### config.mk
export PLATFORM = sky130hd
export DESIGN_NAME = snm_ram
export DESIGN_NICKNAME = d
export VERILOG_FILES = /design/src/snm_ram.sv
export SDC_FILE = /design/constraint.sdc
export NUM_CORES = 1
export LEC_CHECK = 0
export BUFFER_PORTS_ARGS = -buffer_cell sky130_fd_sc_hd__buf_4
export CORE_MARGIN = 5
export CORE_UTILIZATION = 39
export DETAILED_ROUTE_END_ITERATION = 6
export PLACE_DENSITY = 0.54
export SLEW_MARGIN = 20
export SYNTH_ARGS = -nofsm -noshare
export SYNTH_HDL_FRONTEND = slang
export SYNTH_SLANG_ARGS = --single-unit
### constraint.sdc
create_clock -name clk_i -period 3.3 [get_ports clk_i]
set_clock_uncertainty 0.1 [all_clocks]
set_input_delay 0.825 -clock clk_i [delete_from_list [all_inputs] [get_ports clk_i]]
set_output_delay 0.825 -clock clk_i [all_outputs]
set_load 0.02 [all_outputs]
### src/snm_ram.sv
`default_nettype none
module snm_ram #(
  parameter int WIDTH = 8,
  parameter int DEPTH = 64
) (
  input  wire logic                     clk_i,
  input  wire logic                     we_i,
  input  wire logic [$clog2(DEPTH)-1:0] waddr_i,
  input  wire logic [WIDTH-1:0]         wdata_i,
  input  wire logic [$clog2(DEPTH)-1:0] raddr_i,
  output logic      [WIDTH-1:0]         rdata_o
);

  logic [WIDTH-1:0] mem_q [DEPTH];

  always_ff @(posedge clk_i) begin
    if (we_i) begin
      mem_q[waddr_i] <= wdata_i;
    end
    rdata_o <= mem_q[raddr_i];
  end

endmodule
`default_nettype wire

==> impl_summary.log <==
[metrics] CTS HTree Levels: 2
[metrics] Final Net Count: 1090
[metrics] placer's final routability congestion estimate: 0.762
[metrics] area after detailed placement: 21700 µm²
[metrics] postcts setup bufs: 0
[metrics] number of max-slew violations in the final report: 0
[metrics] number of remaining DRC errors: 0
[metrics] Finished Layout Cells: 1788
[metrics] actual slew at the worst max-slew pin: 0.746 ns
[metrics] WP data required: 3.67 ns
[metrics] clk sinks: between 500 and 600
[metrics] WL met2: 22500 µm
[metrics] Initial DRT Pass Iterations: 5
[metrics] via count: between 9000 and 10000
[metrics] CTS tree: yes
[metrics] endpoint type of the worst setup path: register
[metrics] Synth Area in Compound Gates: 2.07%
[metrics] area share of and/or/nand/nor cells after synthesis: under 10%
[metrics] total inserted antenna cells: 0
[metrics] standby leakage power: between 7 and 8 nW
[metrics] vias per std cell: 5.40
[metrics] final period demand of the worst path: 2.50 ns
[metrics] Combinational Power Share: 5.2%
[metrics] CORE AREA: 51300 µm²
[metrics] sum of met3 wire segment lengths after detailed routing: about 2600 µm
[metrics] Hold Buf Count CTS: 0
[metrics] length in cells of the worst reg-to-reg path: 5
[metrics] part of the power in registers: about 53%
[metrics] portion of netlist area occupied by mux cells: approximately 16%
[metrics] M1 WL: 20800 µm
[metrics] maximum clock insertion buffer count: 3
[metrics] remaining global-route overflow: 0
[metrics] switching portion of total power: 20.9%
[metrics] instance count after placement with tap cells included: 1691
[metrics] via count of the first global-routing pass: a little under 10000
[metrics] HPWL after detailed placement: 28600 µm
[metrics] Worst Path Buf+Inv: 2
[metrics] post-layout power: 13.9 mW
[metrics] FF-to-FF setup slack: 1.13 ns
[metrics] f_max: 0.401 GHz
[metrics] fraction of post-synthesis cell area in the top cell type by area: 76.2%
[metrics] cell type with the highest occurrence count on the critical path: sky130_fd_sc_hd__mux4_2
[metrics] top sig layer: met5
[metrics] master cell of the clock root buffer: sky130_fd_sc_hd__clkbuf_16
[metrics] CTS buffer count: 55
[metrics] delay contributed by the slowest stage of the critical path: 0.53 ns
[metrics] setup TNS: 0 ns
[metrics] cell type with the highest aggregate area in the netlist: sky130_fd_sc_hd__edfxtp_1
[metrics] yosys synthesis warning count: 0
[metrics] commonest cells in the netlist: sky130_fd_sc_hd__edfxtp_1, sky130_fd_sc_hd__mux4_2, sky130_fd_sc_hd__nor2_1
[metrics] synthesized instance count: between 900 and 1000
[metrics] type of origin of the critical path: input pin
[metrics] width of the die: 237 µm
[metrics] Switch Pwr: 2.90 mW
[metrics] cell internal power dissipation: 11.0 mW
[metrics] Worst Min Path Start: raddr_i[5]
[metrics] Routed WL per cell: 26.1 µm
[metrics] Synth async-reset ratio: 0%
[metrics] Cell Chain, Critical Path: clkbuf_8, buf_12, mux4_2, mux4_2, nor2_1, nor3_1, o2bb2ai_1
[metrics] number of placement rows: 83
[metrics] max-cap viol count: 0
[metrics] IO buf count: 29
[metrics] number of distinct library cells after synthesis: 40
[metrics] combined area of all synthesized cells: ~20000 µm²
[metrics] Die ar.: 56400 µm²
[metrics] power per cell area: 592 nW/µm²
[metrics] register bit count reported by yosys: 520
[metrics] critical path data arrival time: 2.86 ns
[metrics] post-synthesis share of cell area spent on xor and xnor gates: 0%
[metrics] class of the tightest hold or removal check: in -> reg
[metrics] layout cell share with drive strength beyond 1: 30.4%
[metrics] most area-consuming cells after synthesis: sky130_fd_sc_hd__edfxtp_1, sky130_fd_sc_hd__mux4_2, sky130_fd_sc_hd__nor2_1
[metrics] worst setup path startpoint: raddr_i[0]
[metrics] fillers: ~4400
[metrics] fraction of the mapped netlist area in adder cells: 0%
[metrics] outcome: finished, final reports clean
[metrics] share of the core filled with cells in the final layout: a little under half
[metrics] DRC marker count from the first detailed-route iteration: 853
[metrics] effective utilization at floorplan: 39.3%
[metrics] count of flip-flops with a built-in enable after synthesis: 512
[metrics] area growth from synthesis to layout: 16.1%
[metrics] Post-Synthesis Mean Instance Area: 21.5 µm²
[metrics] clock share of power: 41.8%
[metrics] antenna violations before repair: 1
[metrics] number of cells on the worst hold path: 2
[metrics] Total Wirelength: 46600 µm
[metrics] most frequent cell after synthesis: sky130_fd_sc_hd__edfxtp_1
[metrics] Slowest-stage cell, CP: sky130_fd_sc_hd__mux4_2
[metrics] largest net degree at the start of global routing: 65
[metrics] Tcrit/Tclk final: 75.6%
[metrics] Boundary Pins: 30
[metrics] sequential fraction of the synthesis area: 77.0%
[metrics] worst flop-to-flop path endpoint: rdata_o[6]$_DFF_P_
[metrics] peak fanout along the critical path: 21
[metrics] Die Height: around 240 µm
[metrics] RSZ-0062 raised after global routing: no
[metrics] main combinational cell family by area after synthesis: multiplexers
[metrics] Skew-Pair Late Insertion Delay: roughly 0.60 ns
[metrics] cts repair resizes: 0
[metrics] remaining antenna violation count: 0
[metrics] largest delay contributor family on the critical path: multiplexers
[metrics] path type of the worst setup path: in -> reg
[metrics] number of nets in the synthesized netlist: 962
[metrics] final hold violation count: 0
[metrics] end point of the worst hold path: rdata_o[5]$_DFF_P_
[metrics] final setup violating endpoints: 0
[metrics] reg2reg start: mem_q[29][6]$_DFFE_PP_
[metrics] All-Layer GR Usage: 16.6%
[metrics] worst ir drop on vdd: 0.000383 V
[metrics] Clk pin slew, worst setup/hold paths: 0.06 ns
[metrics] global-route wire length before repair: slightly below 70000 µm
[metrics] predominant post-synthesis flop cell: sky130_fd_sc_hd__edfxtp_1
[metrics] relative max-transition margin: between 50 and 60%
[metrics] final standard cell area without fillers: between 20000 and 25000 µm²
==> power by group through the flow <==
stage               Combinational, mW  Clock, mW  Sequential [mW]
floorplan                       0.390          0             7.48
global placement                0.728          0             7.47
detailed placement              0.735          0             7.47
CTS                             0.736       5.93             7.33
global route                    0.772       6.23             7.33
finish                          0.721       5.80             7.33
==> logic make-up (layout without fill, tap and decap cells) <==
| logic type | after synthesis | count (layout) |
|---|---|---|
| AOI/OAI and AO/OA | 54 | 54 |
| DFF | 520 | 520 |
| buffers and inverters | 51 | 219 |
| muxes | 162 | 162 |
| and+or+nand+nor | 153 | 153 |
==> state kept, by name (all words and copies together), names as in the netlist <==
| signal | cells |
|---|---|
| mem_q | 512 |
| rdata_o | 8 |
==> final cells by class <==
| type | instances | area, µm² | area share (%) |
|---|---|---|---|
| Multi-Input combinational cell | 369 | 4320 | 18.4 |
| Clock inverter | 29 | 209 | 0.892 |
| Sequential cell | 520 | 15500 | 66.4 |
| Clock buffer | 68 | 1470 | 6.27 |
| Timing Repair Buffer | 122 | 1030 | 4.42 |
| Tap cell | 680 | 851 | 3.63 |
==> how the worst max path moves through the flow <==
| stage | slack (ns) | depth (start not counted) | end |
|---|---|---|---|
| 4_1_cts | 0.81 | 8 | rdata_o[2]$_DFF_P_ |
| 2_1_floorplan | 0.71 | 7 | rdata_o[3]$_DFF_P_ |
| 5_1_grt | 0.73 | 7 | rdata_o[1]$_DFF_P_ |
| 3_5_place_dp | 0.16 | 8 | rdata_o[2]$_DFF_P_ |
| 3_3_place_gp | 0.15 | 7 | rdata_o[1]$_DFF_P_ |
| 6_report | 0.80 | 7 | rdata_o[1]$_DFF_P_ |
==> metal layers <==
layer | GRT usage [%] | vias up
met5 | 0 | -
met4 | 3.38 | 2
met3 | 3.02 | 63
met2 | 26.6 | 260
met1 | 24.2 | 5144
li1 | - | 4186
==> worst register-to-register path, delay by kind of cell (launching register included) <==
kind            cells  cell delay [ns]
flops               1             0.37
mux                 2             0.77
simple gates        1             0.37
compound gates      2             0.44
==> through the flow <==
step                hold WS (ns)  setup WS [ns]
floorplan                  0.618          0.707
global placement           0.721          0.146
detailed placement         0.729          0.157
CTS                        0.469          0.807
global route               0.497          0.730
finish                     0.516          0.804
==> cell usage in the layout (no fill, tap or decap), drive strengths merged, types with 13 or more instances in the layout <==
master	count
mux4	126
mux2i	23
nand3	13
mux2	13
clkbuf	69
clkinv	26
nor2	83
nor2b	14
edfxtp	512
nand2	19
buf	121
Note: power is estimated with default switching activity, not from simulation.
