<file path="src/snm_pkg.sv">
`default_nettype none
package snm_pkg;

  localparam int MAX_BOXES = 64;
  localparam int AW        = $clog2(MAX_BOXES);
  localparam int CW        = $clog2(MAX_BOXES + 1);

  localparam int CFG_AW = 4;
  localparam logic [1:0] REG_SCORE_THR = 2'd0;
  localparam logic [1:0] REG_OVL_THR   = 2'd1;
  localparam logic [1:0] REG_AGNOSTIC  = 2'd2;

  localparam logic [15:0] SCORE_THR_RST = 16'd16384;
  localparam logic [15:0] OVL_THR_RST   = 16'd14746;

  localparam int OUT_DEPTH = 2;
  localparam int OUT_PW    = $clog2(OUT_DEPTH);
  localparam int OUT_CW    = $clog2(OUT_DEPTH + 1);

  // cross-multiply operands are fed 16 bits a cycle
  localparam int XY_W   = 64;
  localparam int CHUNKS = XY_W / 16;
  localparam int CK_W   = $clog2(CHUNKS);
  localparam int ACC_W  = 101;

  typedef struct packed {
    logic [15:0] cx;
    logic [15:0] cy;
    logic [15:0] w;
    logic [15:0] h;
    logic [15:0] score;
    logic [7:0]  cls;
  } box_t;

  typedef struct packed {
    box_t box;
    logic eol;
    logic none;
    logic ovf;
  } res_t;

  typedef struct packed {
    logic [CW-1:0] n;
    logic          ovf;
  } desc_t;

  typedef struct packed {
    logic          we;
    logic [AW-1:0] addr;
    box_t          data;
  } wr_t;

  typedef enum logic [3:0] {
    BK_IDLE,
    BK_RK_RD,
    BK_RK_LAT,
    BK_RK_SCAN,
    BK_RK_WR,
    BK_SP_RD,
    BK_SP_LAT,
    BK_SP_JRD,
    BK_SP_JLAT,
    BK_SP_WAIT,
    BK_OT_RD,
    BK_OT_PUSH,
    BK_OT_NONE
  } back_state_e;

  typedef enum logic [2:0] {
    D_IDLE,
    D_EDGE,
    D_MUL,
    D_SUM,
    D_THR,
    D_XY,
    D_ACC,
    D_CMP
  } diou_state_e;

endpackage
`default_nettype wire

</file>
<file path="src/snm_out_fifo.sv">
`default_nettype none
module snm_out_fifo import snm_pkg::*; (
  input  wire logic clk_i,
  input  wire logic rst_ni,
  input  wire logic push_i,
  input  wire res_t data_i,
  output logic      full_o,
  input  wire logic pop_i,
  output logic      empty_o,
  output res_t      data_o
);

  res_t              mem_q [OUT_DEPTH];
  logic [OUT_PW-1:0] wp_q, rp_q;
  logic [OUT_CW-1:0] cnt_q;
  logic              do_push, do_pop;

  assign full_o  = cnt_q == OUT_CW'(OUT_DEPTH);
  assign empty_o = cnt_q == '0;
  assign data_o  = mem_q[rp_q];
  assign do_push = push_i & ~full_o;
  assign do_pop  = pop_i & ~empty_o;

  always_ff @(posedge clk_i or negedge rst_ni) begin
    if (!rst_ni) begin
      wp_q  <= '0;
      rp_q  <= '0;
      cnt_q <= '0;
    end else begin
      if (do_push) wp_q <= wp_q + OUT_PW'(1);
      if (do_pop)  rp_q <= rp_q + OUT_PW'(1);
      cnt_q <= cnt_q + OUT_CW'(do_push) - OUT_CW'(do_pop);
    end
  end

  always_ff @(posedge clk_i) begin
    if (do_push) mem_q[wp_q] <= data_i;
  end

endmodule
`default_nettype wire

</file>
<file path="config.mk">
export PLATFORM = sky130hd
export DESIGN_NAME = snm_out_fifo
export DESIGN_NICKNAME = d
export VERILOG_FILES = /design/src/snm_pkg.sv /design/src/snm_out_fifo.sv
export SDC_FILE = /design/constraint.sdc
export NUM_CORES = 1
export LEC_CHECK = 0
export BUFFER_PORTS_ARGS = -buffer_cell sky130_fd_sc_hd__buf_2
export CORE_MARGIN = 5
export CORE_UTILIZATION = 26
export CTS_CLUSTER_DIAMETER = 60
export DETAILED_ROUTE_END_ITERATION = 7
export PLACE_DENSITY = 0.47
export SLEW_MARGIN = 20
export SYNTH_ARGS = -nofsm -noshare
export SYNTH_HDL_FRONTEND = slang
export SYNTH_SLANG_ARGS = --single-unit
</file>
<file path="constraint.sdc">
create_clock -name clk_i -period 12 [get_ports clk_i]
set_input_delay 1.2 -clock clk_i [delete_from_list [all_inputs] [get_ports clk_i]]
set_output_delay 1.2 -clock clk_i [all_outputs]
set_load 0.02 [all_outputs]
</file>
==> results.sh <==
export IMPL_outcome="finished clean"
export IMPL_postCtsSetupBuffers=0
export IMPL_drt_vias_per_instance=3.95
export IMPL_hold_class="reg2reg"
export IMPL_hold_ws_ns=0.498
export IMPL_dp_cells=823
export IMPL_required_ns=10.80
export IMPL_crit_path_end_kind="output pin"
export IMPL_pre_cts_slack_ns=8.27
export IMPL_drtAntennaViolNets=0
export IMPL_path_cells="buf_4, mux2_2, buf_2"
export IMPL_start_util_pct=26.5
export IMPL_cts_tree="yes"
export IMPL_fmax_mhz=245
export IMPL_grt_pass1_vias=3757
export IMPL_dr_pass1_iters=4
export IMPL_ys_seq_area_share_pct=77.7
export IMPL_cts_sinks=186
export IMPL_numCtsBuffers=17
export IMPL_finalCritPeriodShare_pct=34.1
export IMPL_layout_setup_ws_ns=7.91
export IMPL_gp_congestion=0.662
export IMPL_num_vias=3380
export IMPL_synth_edf_count=182
export IMPL_reg2reg_depth=3
export IMPL_cts_hold_buffers=0
export IMPL_synthTopCellsByCount="182 x edfxtp_1, 80 x mux2_4, 11 x mux2_2"
export IMPL_post_route_util_pct=33.2
export IMPL_critPathMaxStageDelay_ns=0.97
export IMPL_port_buffer_count=187
export IMPL_setup_tns_ns=0
export IMPL_fin_worst_skew_ns=0.00884
export IMPL_syn_area_per_cell_um2=23.8
export IMPL_drv_slew=0
export IMPL_hold_depth=1
export IMPL_fillers=2629
export IMPL_cp_start_kind="flip-flop"
export IMPL_ctsResizeCount=0
export IMPL_dieArea_um2=31000
export IMPL_grt_setup_unrepaired="no"
export IMPL_clkLatencyLatePin_ns=0.41
export IMPL_grt_pass1_wl_um=21500
export IMPL_powerDensity_nw_per_um2=255
export IMPL_rows=60
export IMPL_grt_overflow=0
export IMPL_fin_cells=855
export IMPL_irDropWorstVdd_uv=116
export IMPL_ys_top_cells_by_area="edfxtp_1 76%, mux2_4 17%, buf_12 2.2%"
export IMPL_synthFlopType="edfxtp_1"
export IMPL_first_iter_violations=150
export IMPL_core_area_um2=27000
export IMPL_grt_usage_pct=9.12
export IMPL_crit_buf_inv=2
export IMPL_clk_path_buf_depth=2
export IMPL_crit_arrival_ns=2.89
export IMPL_synth_seq_cells=186
export IMPL_async_flop_share_pct=2.15
export IMPL_worstMarginPinSlew_ns=0.903
export IMPL_wl_per_cell_um=16.8
export IMPL_die_h_um=176
export IMPL_drv_cap=0
export IMPL_crit_type="reg2out"
export IMPL_clock_root_buffer="clkbuf_16"
export IMPL_period_needed_ns=4.09
export IMPL_synth_top_area_share_pct=76.3
export IMPL_synth_top_cell_by_area="edfxtp_1"
export IMPL_cts_htree_levels=4
export IMPL_netlist_area_um2=7160
export IMPL_layout_drive_gt1_share_pct=61.6
export IMPL_grt_max_degree=49
export IMPL_drcViolationCount=0
export IMPL_critPathTopFamily="buffers and inverters"
export IMPL_final_nets=598
export IMPL_synth_net_count=398
export IMPL_routed_wl_um=14300
export IMPL_clkTransAtPathRegs_ns=0.07
export IMPL_antenna_found_initial=4
export IMPL_p_leak_nw=3.53
export IMPL_io_pins=188
export IMPL_cp_num_cells=3
export IMPL_crit_fanout=48
export IMPL_synth_most_common_cell="edfxtp_1"
export IMPL_synth_cell_type_count=16
export IMPL_hpwl_um=9600
export IMPL_yosys_warnings=0
export IMPL_slew_headroom_pct=39.8
export IMPL_syn_inst=301
export IMPL_areaGrowthSynthToFinish_pct=25.2
export IMPL_setup_violations=0
export IMPL_crit_slowest_cell="dfrtp_4"
export IMPL_die_w_um=176
export IMPL_hold_violations=0
==> cells by family after synthesis <==
kind of cell	synth area share [%]
xor+xnor	0.489
fa+ha+maj	0.349
buf+inv	2.57
flops	77.7
mux	18.5
simple gates	0.419
==> flip-flops by register name (all words and copies together) (netlist names) <==
name and count:
wp_q 1, mem_q 182, cnt_q 2, rp_q 1
==> metrics by stage <==
stage	area (µm²)	total power, mW
floorplan	7160	1.59
global placement	8400	1.77
detailed placement	8400	1.79
CTS	8970	2.35
global route	8970	2.41
finish	8970	2.29
==> layer usage <==
metal	global-route usage, %	share of wire, %	vias up	wire length, µm
met5	0	0.33	-	47
met1	11.1	43	1663	6140
li1	-	-	1587	-
met3	3.81	7.4	14	1060
met2	14.8	48	110	6940
met4	2.92	1.1	6	155
==> path summary, 6_finish.rpt <==
check	startpoint	endpoint	slack [ns]
setup / recovery	rp_q	data_o[77]	7.91
hold / removal	cnt_q[1]	cnt_q[1]	0.50
setup reg to reg	cnt_q[0]	mem_q[1][62]	9.74
hold reg to reg	cnt_q[1]	cnt_q[1]	0.50
max in group asynchronous	rst_ni	rp_q	11.28
min in group asynchronous	rst_ni	rp_q	0.58
==> worst register-to-register path, cell delays in order (launching register included) <==
cell      delay, ns
dfrtp_1        0.37
nand2b_1       0.17
and3_4         0.65
buf_4          0.67
==> power by group <==
| part | switching [mW] | total, mW | leakage (nW) | internal (mW) |
|---|---|---|---|---|
| Clock | 0.242 | 0.549 | 0.276 | 0.307 |
| Combinational | 0.431 | 0.778 | 1.51 | 0.347 |
| Sequential | 0.0749 | 0.964 | 1.74 | 0.889 |
| Total | 0.748 | 2.29 | 3.53 | 1.54 |
==> cell usage in the layout, fill, tap and decap left out, drive strengths merged <==
cell      count
bufinv        2
and3          1
nor2b         1
inv           5
mux2         91
clkinvlp      3
diode         1
xor2          1
buf         191
edfxtp      182
xnor2         3
nand2b        1
clkbuf       17
ha            2
clkinv        6
nand2         1
dfrtp         4
nor2          2
==> cell type report <==
| cell class | count | area [µm²] | share of cell area, % |
|---|---|---|---|
| well taps | 341 | 427 | 4.76 |
| inverters | 2 | 7.51 | 0.0837 |
| diodes | 1 | 2.50 | 0.0279 |
| repair buffers | 191 | 966 | 10.8 |
| clock inverters | 14 | 146 | 1.63 |
| multi-input cells | 103 | 1430 | 15.9 |
| flip-flops and latches | 186 | 5570 | 62.1 |
| clock buffers | 17 | 425 | 4.74 |
No activity file was read; power rests on OpenSTA's default activity.
