File: config.mk
export PLATFORM = sky130hd
export DESIGN_NAME = snm_front
export DESIGN_NICKNAME = d
export VERILOG_FILES = /design/src/snm_pkg.sv /design/src/snm_front.sv
export SDC_FILE = /design/constraint.sdc
export NUM_CORES = 1
export LEC_CHECK = 0
export BUFFER_PORTS_ARGS = -buffer_cell sky130_fd_sc_hd__buf_4
export CAP_MARGIN = 20
export CELL_PAD_IN_SITES_DETAIL_PLACEMENT = 1
export CELL_PAD_IN_SITES_GLOBAL_PLACEMENT = 1
export CORE_ASPECT_RATIO = 0.7
export CORE_UTILIZATION = 24
export DETAILED_ROUTE_END_ITERATION = 12
export PLACE_DENSITY_LB_ADDON = 0.3
export REMOVE_ABC_BUFFERS = 1
export SLEW_MARGIN = 25
export SYNTH_ARGS = -nofsm -noshare
export SYNTH_HDL_FRONTEND = slang
export SYNTH_SLANG_ARGS = --single-unit
File: constraint.sdc
create_clock -name clk_i -period 2.4 [get_ports clk_i]
set_input_delay 0.24 -clock clk_i [delete_from_list [all_inputs] [get_ports clk_i]]
set_output_delay 0.24 -clock clk_i [all_outputs]
set_load 0.1 [all_outputs]
File: src/snm_pkg.sv
`default_nettype none
package snm_pkg;

  localparam int MAX_BOXES = 64;
  localparam int AW        = $clog2(MAX_BOXES);
  localparam int CW        = $clog2(MAX_BOXES + 1);

  localparam int CFG_AW = 4;
  localparam logic [1:0] REG_SCORE_THR = 2'd0;
  localparam logic [1:0] REG_OVL_THR   = 2'd1;
  localparam logic [1:0] REG_AGNOSTIC  = 2'd2;

  localparam logic [15:0] SCORE_THR_RST = 16'd16384;
  localparam logic [15:0] OVL_THR_RST   = 16'd14746;

  localparam int OUT_DEPTH = 2;
  localparam int OUT_PW    = $clog2(OUT_DEPTH);
  localparam int OUT_CW    = $clog2(OUT_DEPTH + 1);

  // cross-multiply operands are fed 16 bits a cycle
  localparam int XY_W   = 64;
  localparam int CHUNKS = XY_W / 16;
  localparam int CK_W   = $clog2(CHUNKS);
  localparam int ACC_W  = 101;

  typedef struct packed {
    logic [15:0] cx;
    logic [15:0] cy;
    logic [15:0] w;
    logic [15:0] h;
    logic [15:0] score;
    logic [7:0]  cls;
  } box_t;

  typedef struct packed {
    box_t box;
    logic eol;
    logic none;
    logic ovf;
  } res_t;

  typedef struct packed {
    logic [CW-1:0] n;
    logic          ovf;
  } desc_t;

  typedef struct packed {
    logic          we;
    logic [AW-1:0] addr;
    box_t          data;
  } wr_t;

  typedef enum logic [3:0] {
    BK_IDLE,
    BK_RK_RD,
    BK_RK_LAT,
    BK_RK_SCAN,
    BK_RK_WR,
    BK_SP_RD,
    BK_SP_LAT,
    BK_SP_JRD,
    BK_SP_JLAT,
    BK_SP_WAIT,
    BK_OT_RD,
    BK_OT_PUSH,
    BK_OT_NONE
  } back_state_e;

  typedef enum logic [2:0] {
    D_IDLE,
    D_EDGE,
    D_MUL,
    D_SUM,
    D_THR,
    D_XY,
    D_ACC,
    D_CMP
  } diou_state_e;

endpackage
`default_nettype wire

File: src/snm_front.sv
`default_nettype none
module snm_front import snm_pkg::*; (
  input  wire logic        clk_i,
  input  wire logic        rst_ni,
  input  wire logic        push_i,
  output logic             full_o,
  input  wire logic [15:0] center_x_i,
  input  wire logic [15:0] center_y_i,
  input  wire logic [15:0] box_width_i,
  input  wire logic [15:0] box_height_i,
  input  wire logic [15:0] score_i,
  input  wire logic [7:0]  class_id_i,
  input  wire logic        last_i,
  input  wire logic [15:0] score_thr_i,
  output wr_t              store_wr_o,
  output logic             desc_valid_o,
  output desc_t            desc_o,
  input  wire logic        desc_pop_i
);

  logic [CW-1:0] cnt_q, cnt_d;
  logic          ovf_q, ovf_d;
  logic          dv_q, dv_d;
  desc_t         desc_q, desc_d;
  logic          acc, pass, room;

  // store is owned by the back end until it pops the frame
  assign full_o = dv_q;
  assign acc    = push_i & ~dv_q;
  assign pass   = (score_i != 16'd0) && (score_i >= score_thr_i);
  assign room   = cnt_q < CW'(MAX_BOXES);

  always_comb begin
    cnt_d  = cnt_q;
    ovf_d  = ovf_q;
    dv_d   = dv_q & ~desc_pop_i;
    desc_d = desc_q;
    store_wr_o.we   = acc & pass & room;
    store_wr_o.addr = cnt_q[AW-1:0];
    store_wr_o.data = '{cx: center_x_i, cy: center_y_i, w: box_width_i,
                        h: box_height_i, score: score_i, cls: class_id_i};
    if (acc && pass) begin
      if (room) begin
        cnt_d = cnt_q + CW'(1);
      end else begin
        ovf_d = 1'b1;
      end
    end
    if (acc && last_i) begin
      dv_d       = 1'b1;
      desc_d.n   = cnt_d;
      desc_d.ovf = ovf_d;
      cnt_d      = '0;
      ovf_d      = 1'b0;
    end
  end

  always_ff @(posedge clk_i or negedge rst_ni) begin
    if (!rst_ni) begin
      cnt_q  <= '0;
      ovf_q  <= 1'b0;
      dv_q   <= 1'b0;
      desc_q <= '0;
    end else begin
      cnt_q  <= cnt_d;
      ovf_q  <= ovf_d;
      dv_q   <= dv_d;
      desc_q <= desc_d;
    end
  end

  assign desc_valid_o = dv_q;
  assign desc_o       = desc_q;

endmodule
`default_nettype wire

==> results.md, run 1 <==
* Post_cts resized at 0
* Placeable Area at 7910 sq um
* EDFF count, synth at 0
* WP data required at approximately 2200 ps
* Asr flop ratio synth at between 90% and 100%
* CTS tree: done
* Actual slew at the worst max-slew pin at 483 ps
* Endpoints failing hold at 0
* Slew headroom at approximately two thirds
* Post-Syn Area at 1960 sq um
* Setup Buffers After CTS at 0
* Final Skew at 3.80 ps
* Yosys reg bits at 17
* Setup violators final at 0
* Die Span Y at 77.7 microns
* First-pass GRT wire length at 14.0 mm
* Synth Area per Inst at 8.47 sq um
* Post-detail-place hpwl at 10.3 mm
* WHS Path Cells at 2
* Period utilization at 93.9%
* Post-layout util at 25.3%
* Critical-path maximum fanout at 6
* Fmax at 444 MHz
* Most common flop cell mapped by yosys: dfrtp_1
* Leakage at 1.01 nW
* Cts hold-fix bufs at 1
* Most frequent cells in the layout: buf_4 (72), inv_1 (18), ha_1 (17), dfrtp_1 (17), nand2_1 (16)
* Final Net Count at 339
* Setup Crit Path Kind: input pin to output port
* H-tree Lvls at 1
* Hold Crit Class: input pin to register
* Count of final max-slew check failures at 0
* Global placer's final weighted congestion at 0.869
* IO Port Bufs at 69
* Root Driver: clkbuf_16
* Clk sinks at 17
* Floorplan row count at 27
* Critical R2R Capture: desc_o[2]
* Peak VDD IR at 427 uV
* Clock latency on the worst-skew pair at approximately 250 ps
* Via count of the first global-routing pass at approximately 1400
* Hold path endpoint: desc_valid_o
* Most common cell after layout, fill and taps aside: buf_4
* Max Cap Violations at 0
* Initial Utilization at 24.8%
* Final ANT Viol Nets at 0
* Reg clk slew, reported paths at about 50 ps
* Yosys cell types at 32
* 1st-iter DRT viols at 75
* Min-delay src: desc_pop_i
* I/O pin count at 214
* Pwr per Cell Area at 733 nW/um^2
* Outcome: finished clean
* GRT overflow at 0
* # DRC at 0
* Tmin final at approximately 2300 ps
* Worst r2r src: desc_valid_o
* Vias per cell at about 4.6
* Unrepaired setup endpoints after global routing: false
* Clk buf depth at 2
* Antenna violations before repair at 0
* Vias at between 1000 and 1500
* Die ar. at 8560 sq um
* P&R area growth vs syn at 1.85%
* R2r setup slk at ~770 ps
* Hold WS at approximately 180 ps
* R2R cell count at 6
* Cell count after synthesis at 232
* Worst path arrival time at 2010 ps
* Largest net degree at the start of global routing at 18
* Ant. Diodes at 0
* Chip width at around 110 microns
* Warnings from Yosys at 0
* Number of buffers created by CTS at 3
* Total global-route track usage at 26.2%
* DR pass1 iterations at 4
* CP startpoint kind: input pin
* Layout cells sized above 1 at 40.6%
* Final wirelength at 11.2 mm
* Register area share after synthesis at 21.7%
* Crit. End Element: output port
* WL/cell at 35.7 microns
-- stage by stage --
step                      setup WS, ps  total power [mW]  cells  instance area, sq um  setup TNS, ps
after global routing              64.8              1.54    313                  2000              0
after floorplan                   -553             0.824    135                  1240          -3120
after detailed placement           143              1.14    308                  1910              0
after CTS                          137              1.48    313                  2000              0
after global placement             136              1.14    308                  1910              0
final                              147              1.47    313                  2000              0
-- Yosys cell counts (all sizes together) (2+ instances only) --
cell type	number	share of area [%]
a21oi	12	4.2
a31oi	2	0.64
and2	2	0.64
and3	2	0.64
buf	96	36
dfrtp	17	22
ha	17	11
inv	18	3.4
nand2	16	3.1
nand2b	2	1.1
nand3	3	0.76
nand4	3	2.0
nor2	11	2.1
nor4	5	2.4
o21ai	12	3.1
xnor2	5	2.2
-- how the worst max path moves through the flow --
stage / start / to / slack [ps] / cells after the start
after global placement: score_i[15] / store_wr_o[94] / 140 / 7
final: score_i[13] / store_wr_o[94] / 150 / 7
after floorplan: desc_valid_o / desc_o[2] / -550 / 6
after detailed placement: score_i[13] / store_wr_o[94] / 140 / 7
after global routing: score_i[15] / store_wr_o[94] / 60 / 7
after CTS: score_i[13] / store_wr_o[94] / 140 / 7
-- cell families after synthesis --
logic type / count (synthesis) / share of synthesized area (%)
buffers and inverters: 115 / 40.1
and+or+nand+nor: 48 / 14.1
xor gates and xnor gates: 5 / 2.23
muxes: 1 / 0.510
DFF: 17 / 21.7
AOI/OAI and AO/OA: 29 / 10.5
adders and majority gates: 17 / 10.8
-- registers in the layout (all words and copies together), names as in the netlist --
register and flops:
cnt_q 7, desc_o 8, desc_valid_o 1, ovf_q 1
-- area by class of cell --
class / count / area [sq um]
Timing Repair Buffer: 73 / 551
Sequential cell: 17 / 425
Clock inverter: 1 / 5.00
Inverter: 18 / 67.6
Multi-Input combinational cell: 100 / 751
Fill cell: 946 / 5900
Clock buffer: 3 / 75.1
Tap cell: 101 / 126
-- where the power goes --
group	leakage, nW	switching [mW]	internal [mW]
clock	0.0409	0.110	0.223
sequential	0.231	0.0380	0.327
combinational	0.739	0.582	0.187
total	1.01	0.730	0.737
-- worst max-delay path: stages --
cell and delay, ps:
buf_4 120, ha_1 320, nand4_2 180, nor4_4 360
a32oi_4 210, a21oi_4 250, buf_4 320
-- layer usage --
| metal | track usage, % | vias to the layer above | wire length, microns |
|---|---|---|---|
| met4 | 2.76 | 2 | 63 |
| met2 | 37.1 | 193 | 4520 |
| met3 | 40.4 | 10 | 3660 |
| li1 | - | 622 | - |
| met1 | 19.3 | 624 | 2840 |
| met5 | 6.49 | - | 78 |
Note: power is estimated with default switching activity, not from simulation.
==> run 2, diff against run 1 <==
CORE_UTILIZATION = 20   (was 24)
PLACE_DENSITY = 0.82   (was not set)
PLACE_DENSITY_LB_ADDON = not set   (was 0.3)
clock period = 2 ns   (was 2.4 ns; I/O delays follow)
==> run 2 against run 1 <==
Flip-flop and latch count unchanged. Critical endpoint unchanged. Wire length rose by 4.4%. Combinational power up 24%. Critical path type unchanged. Global-route usage is 3.4 points lower. Cell area increased by 7.2%. Total power grew 23%.
==> results.md, run 2 (synthesis results as in run 1) <==
* Unrepaired setup endpoints after global routing: true
* Chip width at 120 microns (+9.4%)
* First-pass GRT wire length at 15.0 mm (+6.7%)
* Global placer's final weighted congestion at 0.864 (-0.58%)
* Clk buf depth at 2 (unchanged)
* Antenna violations before repair at 0 (unchanged)
* Final Skew at 1.72 ps (-2.08 ps)
* Critical-path maximum fanout at 3 (-3)
* Clock latency on the worst-skew pair at 250 ps (about the same)
* Worst r2r src: desc_valid_o
* Layout cells sized above 1 at 44.0% (+3.4 points)
* Setup Crit Path Kind: input pin to output port
* Slew headroom at 66.1% (-1.6 points)
* Setup TNS at 0 ps (unchanged)
* Critical R2R Capture: desc_o[2]
* Vias at 1493 (+2.9%)
* Clk sinks at 17 (unchanged)
* Via count of the first global-routing pass at 1614 (+13%)
* CP startpoint kind: input pin
* Number of buffers created by CTS at 3 (unchanged)
* Outcome: finished clean
* Reg clk slew, reported paths at 50 ps (about the same)
* Largest net degree at the start of global routing at 18 (unchanged)
* Total global-route track usage at 22.8% (-3.4 points)
* IO Port Bufs at 69 (unchanged)
* Pwr per Cell Area at 841 nW/um^2 (+15%)
* WL/cell at 33.4 microns (-6.3%)
* Floorplan row count at 29 (+7.4%)
* Most common cell after layout, fill and taps aside: buf_4
* P&R area growth vs syn at 9.17%
* Count of final max-slew check failures at 0 (unchanged)
* Most frequent cells in the layout: buf_4 (84), inv_1 (18), ha_1 (17), dfrtp_1 (17), nand2_1 (16)
* 1st-iter DRT viols at 28 (-63%)
* CTS tree: done
* Max Cap Violations at 0 (unchanged)
* Tmin final at 1950 ps
* Period utilization at 97.5%
* WP data required at 1800 ps (-360 ps)
* Hold WS at 126 ps (-58.1 ps)
* Worst path arrival time at 1750 ps (-260 ps)
* Hold Crit Class: input pin to register
* Die Span Y at 84.9 microns (+9.3%)
* Crit. End Element: output port
* Ant. Diodes at 0 (unchanged)
* Overall power at 1.80 mW (+23%)
* Final Net Count at 352 (+3.8%)
* Min-delay src: desc_pop_i
* Root Driver: clkbuf_16
* I/O pin count at 214 (unchanged)
* Actual slew at the worst max-slew pin at 507 ps (+24.3 ps)
* Fmax at a little over 500 MHz
* Final wirelength at 11.7 mm (+4.4%)
* GRT overflow at 0 (unchanged)
* Max reg flops at 8 (unchanged)
* H-tree Lvls at 1 (unchanged)
* Endpoints failing hold at 0 (unchanged)
* R2R cell count at 6 (unchanged)
* Placeable Area at 9290 sq um (+18%)
* # DRC at 0 (unchanged)
* Setup violators final at 0 (unchanged)
* Peak VDD IR at 487 uV (+14%)
* DR pass1 iterations at 4 (unchanged)
* Post-detail-place hpwl at 10.8 mm (+4.3%)
* WHS Path Cells at 2 (unchanged)
* R2r setup slk at 380 ps (-390 ps)
* Die ar. at 10200 sq um (+20%)
* Initial Utilization at 21.1% (-3.7 points)
* Leakage at 1.07 nW (+6.1%)
* Final ANT Viol Nets at 0 (unchanged)
* Vias per cell at 4.28 (-7.7%)
* Hold path endpoint: desc_valid_o
-- run 2: cell types whose count changed in the layout (fill, tap and decap cells not counted) --
cell and delta:
o21ai_0 -2, clkinv_2 -1, a31oi_1 -1, buf_4 +12, clkbuf_1 +1, a31oi_2 +1
buf_12 +1, o21ai_1 +2
-- run 2: worst max path at each step --
stage	cells past startpoint	end	slack, ps	start
2_1_floorplan	6	desc_o[2]	-950	desc_valid_o
3_3_place_gp	7	store_wr_o[94]	-130	score_i[13]
3_5_place_dp	9	desc_o[0]	-200	score_i[0]
4_1_cts	7	store_wr_o[94]	10	score_i[11]
5_1_grt	7	store_wr_o[94]	-20	score_i[11]
6_report	7	store_wr_o[94]	50	score_i[11]
-- run 2: cell type report --
| cell class | instances | area [sq um] |
|---|---|---|
| clock buffer | 4 | 78.8 |
| fill | 1124 | 7140 |
| inverter | 18 | 67.6 |
| multi-input combinational | 100 | 757 |
| sequential | 17 | 425 |
| tap | 124 | 155 |
| timing repair buffer | 86 | 661 |
-- run 2: worst max-delay path, cell delays in order --
cell,delay (ps)
buf_4,110
ha_1,360
nand4_4,130
nor4_4,340
a32oi_4,170
a21oi_4,230
buf_12,200
-- run 2: report_power, final --
group / leakage (nW) / internal (mW) / total (mW) / switching (mW)
clock network: 0.0382 / 0.271 / 0.404 / 0.133
logic: 0.804 / 0.242 / 0.951 / 0.709
registers: 0.231 / 0.392 / 0.448 / 0.0559
total: 1.07 / 0.905 / 1.80 / 0.898
-- run 2: repair_timing --
item,CTS,global route
pin swaps,2,1
endpoints found under the hold margin,17,0
endpoints found under the setup margin,1,3
hold buffers,1,0
setup buffers,1,0
gates resized for setup,3,3
-- run 2: metrics by stage --
step | util [%] | cells | cell area [sq um] | setup WS [ps]
floorplan | - | 135 | 1240 | -953
global route | 23.1 | 349 | 2140 | -21.1
global placement | 21.8 | 343 | 2030 | -132
finish | 23.1 | 349 | 2140 | 50.7
detailed placement | 21.8 | 343 | 2030 | -195
CTS | 23.0 | 349 | 2140 | 12.5
-- run 2: per-layer routing --
metal / track usage [%] / wire length, microns / vias to the layer above
met5: 6.25 / 94 / -
met4: 2.69 / 79 / 2
met3: 38.8 / 4200 / 8
met2: 33.1 / 4740 / 176
met1: 13.7 / 2540 / 662
li1: - / - / 645
